--- src/hw/rtl/hsv2rgb_pkg.sv ---
`default_nettype none

package hsv2rgb_pkg;

  // fixed-point grid: 1.0 = 2^FRAC_BITS
  localparam int FRAC_BITS = 16;
  localparam int VAL_W     = FRAC_BITS + 1;   // unit-range values, 0..ONE
  localparam int HUE_W     = FRAC_BITS;
  localparam int H6_W      = FRAC_BITS + 3;   // hue * 6
  localparam int PROD_W    = 2 * VAL_W;

  // stream payload widths, rounded up to whole bytes
  localparam int IN_BITS   = HUE_W + 2 * VAL_W;
  localparam int OUT_BITS  = 3 * VAL_W;
  localparam int IN_W      = ((IN_BITS + 7) / 8) * 8;
  localparam int OUT_W     = ((OUT_BITS + 7) / 8) * 8;

  localparam logic [VAL_W-1:0] ONE = {1'b1, {FRAC_BITS{1'b0}}};

  // hue sectors, 60 degrees each
  typedef enum logic [2:0] {
    SEC_RED_YEL = 3'd0,
    SEC_YEL_GRN = 3'd1,
    SEC_GRN_CYN = 3'd2,
    SEC_CYN_BLU = 3'd3,
    SEC_BLU_MAG = 3'd4,
    SEC_MAG_RED = 3'd5
  } sector_t;

  typedef struct packed {
    sector_t                sector;
    logic [FRAC_BITS-1:0]   frac;
    logic [VAL_W-1:0]       sat;
    logic [VAL_W-1:0]       val;
  } prep_t;

  typedef struct packed {
    sector_t                sector;
    logic                   sat_zero;
    logic [VAL_W-1:0]       val;
    logic [VAL_W-1:0]       k_q;    // (s * f) >> FRAC_BITS
    logic [VAL_W-1:0]       k_t;    // (s * (1 - f)) >> FRAC_BITS
    logic [VAL_W-1:0]       p;
  } frac_t;

  typedef struct packed {
    sector_t                sector;
    logic                   sat_zero;
    logic [VAL_W-1:0]       val;
    logic [VAL_W-1:0]       p;
    logic [VAL_W-1:0]       q;
    logic [VAL_W-1:0]       t;
  } scale_t;

  typedef struct packed {
    logic [VAL_W-1:0]       blue;
    logic [VAL_W-1:0]       green;
    logic [VAL_W-1:0]       red;
  } rgb_t;

  // saturate a unit-range value to 1.0
  function automatic logic [VAL_W-1:0] clamp_unit(input logic [VAL_W-1:0] x);
    return (x > ONE) ? ONE : x;
  endfunction

  // (a * b) >> FRAC_BITS, result known to fit in VAL_W bits
  function automatic logic [VAL_W-1:0] fx_mul(input logic [VAL_W-1:0] a,
                                               input logic [VAL_W-1:0] b);
    logic [PROD_W-1:0] prod;
    prod = PROD_W'(a) * PROD_W'(b);
    return prod[FRAC_BITS+VAL_W-1:FRAC_BITS];
  endfunction

endpackage

`default_nettype wire

--- src/hw/rtl/hsv2rgb_prep.sv ---
`default_nettype none

// stage 1: clamp, hue * 6 -> sector and in-sector fraction
module hsv2rgb_prep
  import hsv2rgb_pkg::*;
(
  input  wire logic             clk,
  input  wire logic             rst_n,
  input  wire logic             in_valid,
  output logic                  in_ready,
  input  wire logic [HUE_W-1:0] in_hue,
  input  wire logic [VAL_W-1:0] in_sat,
  input  wire logic [VAL_W-1:0] in_val,
  output logic                  out_valid,
  input  wire logic             out_ready,
  output prep_t                 out_data
);

  logic             valid_r;
  prep_t            data_r;
  prep_t            data_nxt;
  logic [H6_W-1:0]  h6;

  always_comb begin
    h6                = (H6_W'(in_hue) << 2) + (H6_W'(in_hue) << 1);
    data_nxt.sector   = sector_t'(h6[H6_W-1:FRAC_BITS]);
    data_nxt.frac     = h6[FRAC_BITS-1:0];
    data_nxt.sat      = clamp_unit(in_sat);
    data_nxt.val      = clamp_unit(in_val);
  end

  assign in_ready  = !valid_r || out_ready;
  assign out_valid = valid_r;
  assign out_data  = data_r;

  always_ff @(posedge clk) begin
    if (!rst_n) begin
      valid_r <= 1'b0;
    end else if (in_ready) begin
      valid_r <= in_valid;
    end
    if (in_ready && in_valid) begin
      data_r <= data_nxt;
    end
  end

endmodule

`default_nettype wire

--- src/hw/rtl/hsv2rgb_frac.sv ---
`default_nettype none

// stage 2: saturation-weighted fractions and p
module hsv2rgb_frac
  import hsv2rgb_pkg::*;
(
  input  wire logic   clk,
  input  wire logic   rst_n,
  input  wire logic   in_valid,
  output logic        in_ready,
  input  wire prep_t  in_data,
  output logic        out_valid,
  input  wire logic   out_ready,
  output frac_t       out_data
);

  logic   valid_r;
  frac_t  data_r;
  frac_t  data_nxt;

  always_comb begin
    data_nxt.sector   = in_data.sector;
    data_nxt.sat_zero = (in_data.sat == '0);
    data_nxt.val      = in_data.val;
    data_nxt.k_q      = fx_mul(in_data.sat, VAL_W'(in_data.frac));
    data_nxt.k_t      = fx_mul(in_data.sat, ONE - VAL_W'(in_data.frac));
    data_nxt.p        = fx_mul(in_data.val, ONE - in_data.sat);
  end

  assign in_ready  = !valid_r || out_ready;
  assign out_valid = valid_r;
  assign out_data  = data_r;

  always_ff @(posedge clk) begin
    if (!rst_n) begin
      valid_r <= 1'b0;
    end else if (in_ready) begin
      valid_r <= in_valid;
    end
    if (in_ready && in_valid) begin
      data_r <= data_nxt;
    end
  end

endmodule

`default_nettype wire

--- src/hw/rtl/hsv2rgb_scale.sv ---
`default_nettype none

// stage 3: q and t scaled by value
module hsv2rgb_scale
  import hsv2rgb_pkg::*;
(
  input  wire logic   clk,
  input  wire logic   rst_n,
  input  wire logic   in_valid,
  output logic        in_ready,
  input  wire frac_t  in_data,
  output logic        out_valid,
  input  wire logic   out_ready,
  output scale_t      out_data
);

  logic    valid_r;
  scale_t  data_r;
  scale_t  data_nxt;

  always_comb begin
    data_nxt.sector   = in_data.sector;
    data_nxt.sat_zero = in_data.sat_zero;
    data_nxt.val      = in_data.val;
    data_nxt.p        = in_data.p;
    data_nxt.q        = fx_mul(in_data.val, ONE - in_data.k_q);
    data_nxt.t        = fx_mul(in_data.val, ONE - in_data.k_t);
  end

  assign in_ready  = !valid_r || out_ready;
  assign out_valid = valid_r;
  assign out_data  = data_r;

  always_ff @(posedge clk) begin
    if (!rst_n) begin
      valid_r <= 1'b0;
    end else if (in_ready) begin
      valid_r <= in_valid;
    end
    if (in_ready && in_valid) begin
      data_r <= data_nxt;
    end
  end

endmodule

`default_nettype wire

--- src/hw/rtl/hsv2rgb_mux.sv ---
`default_nettype none

// stage 4: per-sector channel routing, output register
module hsv2rgb_mux
  import hsv2rgb_pkg::*;
(
  input  wire logic   clk,
  input  wire logic   rst_n,
  input  wire logic   in_valid,
  output logic        in_ready,
  input  wire scale_t in_data,
  output logic        out_valid,
  input  wire logic   out_ready,
  output rgb_t        out_data
);

  logic  valid_r;
  rgb_t  data_r;
  rgb_t  data_nxt;

  always_comb begin
    if (in_data.sat_zero) begin
      data_nxt = '{blue: in_data.val, green: in_data.val, red: in_data.val};
    end else begin
      case (in_data.sector)
        SEC_RED_YEL: data_nxt = '{red: in_data.val, green: in_data.t, blue: in_data.p};
        SEC_YEL_GRN: data_nxt = '{red: in_data.q, green: in_data.val, blue: in_data.p};
        SEC_GRN_CYN: data_nxt = '{red: in_data.p, green: in_data.val, blue: in_data.t};
        SEC_CYN_BLU: data_nxt = '{red: in_data.p, green: in_data.q, blue: in_data.val};
        SEC_BLU_MAG: data_nxt = '{red: in_data.t, green: in_data.p, blue: in_data.val};
        default:     data_nxt = '{red: in_data.val, green: in_data.p, blue: in_data.q};
      endcase
    end
  end

  assign in_ready  = !valid_r || out_ready;
  assign out_valid = valid_r;
  assign out_data  = data_r;

  always_ff @(posedge clk) begin
    if (!rst_n) begin
      valid_r <= 1'b0;
    end else if (in_ready) begin
      valid_r <= in_valid;
    end
    if (in_ready && in_valid) begin
      data_r <= data_nxt;
    end
  end

endmodule

`default_nettype wire

--- src/hw/rtl/hsv_to_rgb_convert_unit.sv ---
`default_nettype none

// channel   dir  handshake             payload
// in_*      in   in_tvalid/in_tready   tdata: hue, saturation, brightness
// out_*     out  out_tvalid/out_tready tdata: red, green, blue
//
// Four register stages (prep, frac, scale, mux) from input transfer to result.
// One pixel per clock while unstalled; each stage's ready looks only at its own
// valid and the next stage's ready, so bubbles fill while the output stalls.
// The two 17x17 multiplier layers (fractions, then value scaling) set the
// stage depth. Synchronous active-low reset clears the valid bits only.
module hsv_to_rgb_convert_unit
  import hsv2rgb_pkg::*;
(
  input  wire logic             clk,
  input  wire logic             rst_n,
  input  wire logic             in_tvalid,
  output logic                  in_tready,
  input  wire logic [IN_W-1:0]  in_tdata,   // hue, saturation, brightness
  output logic                  out_tvalid,
  input  wire logic             out_tready,
  output logic [OUT_W-1:0]      out_tdata   // red, green, blue
);

  logic   prep_valid, prep_ready;
  prep_t  prep_data;
  logic   frac_valid, frac_ready;
  frac_t  frac_data;
  logic   scale_valid, scale_ready;
  scale_t scale_data;
  rgb_t   rgb_data;

  hsv2rgb_prep u_prep (
    .clk       (clk),
    .rst_n     (rst_n),
    .in_valid  (in_tvalid),
    .in_ready  (in_tready),
    .in_hue    (in_tdata[HUE_W-1:0]),
    .in_sat    (in_tdata[HUE_W+VAL_W-1:HUE_W]),
    .in_val    (in_tdata[HUE_W+2*VAL_W-1:HUE_W+VAL_W]),
    .out_valid (prep_valid),
    .out_ready (prep_ready),
    .out_data  (prep_data)
  );

  hsv2rgb_frac u_frac (
    .clk       (clk),
    .rst_n     (rst_n),
    .in_valid  (prep_valid),
    .in_ready  (prep_ready),
    .in_data   (prep_data),
    .out_valid (frac_valid),
    .out_ready (frac_ready),
    .out_data  (frac_data)
  );

  hsv2rgb_scale u_scale (
    .clk       (clk),
    .rst_n     (rst_n),
    .in_valid  (frac_valid),
    .in_ready  (frac_ready),
    .in_data   (frac_data),
    .out_valid (scale_valid),
    .out_ready (scale_ready),
    .out_data  (scale_data)
  );

  hsv2rgb_mux u_mux (
    .clk       (clk),
    .rst_n     (rst_n),
    .in_valid  (scale_valid),
    .in_ready  (scale_ready),
    .in_data   (scale_data),
    .out_valid (out_tvalid),
    .out_ready (out_tready),
    .out_data  (rgb_data)
  );

  // red in the low bits, zero fill up to a whole byte
  assign out_tdata = OUT_W'(rgb_data);

endmodule

`default_nettype wire

--- config.mk ---
export PLATFORM = sky130hd
export DESIGN_NAME = hsv_to_rgb_convert_unit
export DESIGN_NICKNAME = d
export VERILOG_FILES = /design/src/hw/rtl/hsv2rgb_pkg.sv /design/src/hw/rtl/hsv2rgb_prep.sv /design/src/hw/rtl/hsv2rgb_frac.sv /design/src/hw/rtl/hsv2rgb_scale.sv /design/src/hw/rtl/hsv2rgb_mux.sv /design/src/hw/rtl/hsv_to_rgb_convert_unit.sv
export SDC_FILE = /design/constraint.sdc
export NUM_CORES = 2
export LEC_CHECK = 0
export BUFFER_PORTS_ARGS = -buffer_cell sky130_fd_sc_hd__buf_2
export CAP_MARGIN = 20
export CORE_ASPECT_RATIO = 0.7
export CORE_MARGIN = 4
export CORE_UTILIZATION = 60
export DETAILED_ROUTE_END_ITERATION = 8
export GPL_ROUTABILITY_DRIVEN = 0
export PLACE_DENSITY = 0.86
export SLEW_MARGIN = 10
export SYNTH_ARGS = -nofsm -noshare
export SYNTH_HDL_FRONTEND = slang
export SYNTH_SLANG_ARGS = --single-unit
--- constraint.sdc ---
create_clock -name clk -period 18.2 [get_ports clk]
set_input_delay 0.91 -clock clk [delete_from_list [all_inputs] [get_ports clk]]
set_output_delay 0.91 -clock clk [all_outputs]
set_load 0.005 [all_outputs]
==> metrics.cfg <==
[status]
outcome = complete, but fails checks
violations = design-rule violations

[clock_tree]
post_cts_buffers = 0
clockRootBuffer = clkbuf_16
cts_resized = 0
tritoncts = yes
cts.reportedPaths.clkPinSlew_ns = 0.06
htreeDepth = 1
clkLatencyLatePin_ns = 0.59
cts_buffers = 27
clkSinkCount = 251
cts.path.max_buffers = 3
cts.hold.buffers_added = 0

[synthesis]
synth-main-ff-cell = edfxtp_1
ys.warnings.count = 0
syn_avg_cell_area_um2 = 9.31
synth-edff-count = 247
yosysTopAreaCellShare_pct = 39.1
synth_seq_cells = 251
ys_types = 70
synth_area_leaders = fa_1 39%, edfxtp_1 14%, ha_1 13%
syn_area_mm2 = 0.0544
synth_top_cells_by_count = 1,340 x inv_1, 1,063 x fa_1, 945 x nand2_1
syn_inst = 5842
yosysMostFrequentCell = inv_1
synth_async_sr_flop_share_pct = 0
synth_top_cell_by_area = fa_1
yosysSeqAreaShare_pct = 13.8

[floorplan]
rows = 92
die_area_mm2 = 0.0956
start_util_pct = 60.5
core_mm2 = 0.0899
io-pin-count = 118
die_y_um = 260
dieWidth_um = 368

[critical_path]
path_max_fanout = 18
critPathLaunchType = register
critPathRequiredTime_ns = 18.52
endpoint_kind = register
slowest_delay_ns = 0.70
crit_top_cell = fa_1
worstPathArrival_ns = 9.31
worst_path_max_delay_cell = edfxtp_1
path_class = reg -> reg

[routing]
initialDrtViolationCount = 4056
first_pass_iters = 9
ant_nets = 0
drt-total-wl_um = 136000
vias = 40400
wire_per_inst_um = 19.3
route.detailed.drc = 1
via_per_inst = 5.72

[grt]
antenna_found_initial = 3
grt_pass1_vias = 44500
grt_usage_pct = 29.3
grt_start_max_net_pins = 73
grt_pass1_wl_um = 225000
grt_overflow = 0

[placement]
dp_cells = 7013
dpl_worst_slack_ns = 9.44
dp_hpwl_um = 102000
io_buffer_count = 106

[cells_and_area]
area_growth_pct = 5.21
stdcell_count = 7063
nNetsFinal = 7489
diodes = 0
drive_gt1_share_pct = 5.17
regArea_mm2 = 0.00750
multi_input_area_mm2 = 0.0409
fillers = 6684

[sta]
fin_ws_ns = 9.21
timing.fmax_ghz = 0.111
worst_slew_pin_slew_ns = 1.16
finalMaxSlewViolations = 0
rsz0062_at_grt = false
fin_crit_sh_pct = 49.4
tns_ns = 0
setup_viol = 0
skew_ns = 0.0249
max_slew_margin_pct = 22.2
finalCriticalPeriod_ns = 8.99
finalHoldViolCount = 0

[run]
maxCapViolCount = 0

[hold_path]
hold_path_class = reg -> reg

## sequential cells by signal (all words and copies together), names as in the netlist
name and flops:
u_frac.out_valid 1, u_mux.out_valid 1, u_scale.out_data 72, u_scale.out_valid 1, u_prep.out_data 52, u_mux.out_data 51
u_frac.out_data 72, u_prep.out_valid 1
## final cells by class
| cell class | instances | share of cell area, % |
|---|---|---|
| clock buffers | 30 | 1.20 |
| clock inverters | 19 | 0.214 |
| inverters | 1340 | 8.79 |
| multi-input cells | 3978 | 71.5 |
| flip-flops and latches | 251 | 13.1 |
| well taps | 1222 | 2.67 |
| repair buffers | 223 | 2.46 |
## critical path, delay by kind of cell (launching register included)
| family | cells | cell delay (ns) |
|---|---|---|
| adder cells (fa/ha/maj) | 8 | 3.45 |
| AO/OA/AOI/OAI | 6 | 2.07 |
| AND/OR/NAND/NOR | 7 | 1.68 |
| flip-flops | 1 | 0.70 |
| buffers and inverters | 5 | 0.59 |
| XOR/XNOR | 2 | 0.22 |
## cells by family after synthesis
| family | Yosys count | share of synthesized area, % |
|---|---|---|
| AOI/OAI and AO/OA | 375 | 4.42 |
| xor gates and xnor gates | 163 | 2.63 |
| adders and majority gates | 1608 | 51.7 |
| buffers and inverters | 1617 | 11.2 |
| DFF | 251 | 13.8 |
| muxes | 18 | 0.331 |
| other | 1 | 0.00690 |
| and+or+nand+nor | 1809 | 15.9 |
## cell usage in the layout (no fill, tap or decap), types with 12 or more instances in the layout
cell type	n
a21o_1	20
a21oi_1	123
a222oi_1	17
a22oi_1	19
and2_1	497
and3_1	20
buf_2	106
buf_4	116
clkbuf_16	27
edfxtp_1	247
fa_1	1063
ha_1	545
inv_1	1340
mux2i_1	18
nand2_1	945
nand2b_1	21
nand3_1	17
nand4_1	12
nor2_1	119
nor2b_1	60
nor3_1	39
nor3b_1	18
nor4_1	20
o21a_1	25
o21ai_0	83
o22ai_1	18
xnor2_1	102
xor2_1	47
## per-layer routing
| metal | wire length (um) | up-vias | part of all wire, % | GRT usage (%) |
|---|---|---|---|---|
| li1 | - | 17500 | - | - |
| met1 | 51400 | 19900 | 38 | 39.1 |
| met2 | 61600 | 2531 | 45 | 46.7 |
| met3 | 18000 | 493 | 13 | 8.30 |
| met4 | 5100 | 4 | 3.7 | 9.65 |
| met5 | 31 | - | 0.023 | 0 |
## stage by stage
step | hold WS, ns | utilization, % | area, um2
after floorplan | 0.400 | - | 54400
after global placement | 0.404 | 62.7 | 56400
after detailed placement | 0.405 | 62.7 | 56400
after CTS | 0.421 | 63.6 | 57200
after global routing | 0.432 | 63.6 | 57200
final | 0.423 | 63.6 | 57200
## final timing paths
| kind | start | endpoint | slack (ns) | cells past startpoint |
|---|---|---|---|---|
| min reg2reg | u_frac.out_data[16]$_DFFE_PP_ | u_scale.out_data[50]$_DFFE_PP_ | 0.42 | 0 |
| max reg2reg | u_frac.out_data[34]$_DFFE_PP_ | u_scale.out_data[28]$_DFFE_PP_ | 9.21 | 28 |
| max | u_frac.out_data[34]$_DFFE_PP_ | u_scale.out_data[28]$_DFFE_PP_ | 9.21 | 28 |
| min | u_frac.out_data[16]$_DFFE_PP_ | u_scale.out_data[50]$_DFFE_PP_ | 0.42 | 0 |
Power is not shown: default switching activity piles up to over one toggle a cycle in this logic, so the estimate is an artifact.
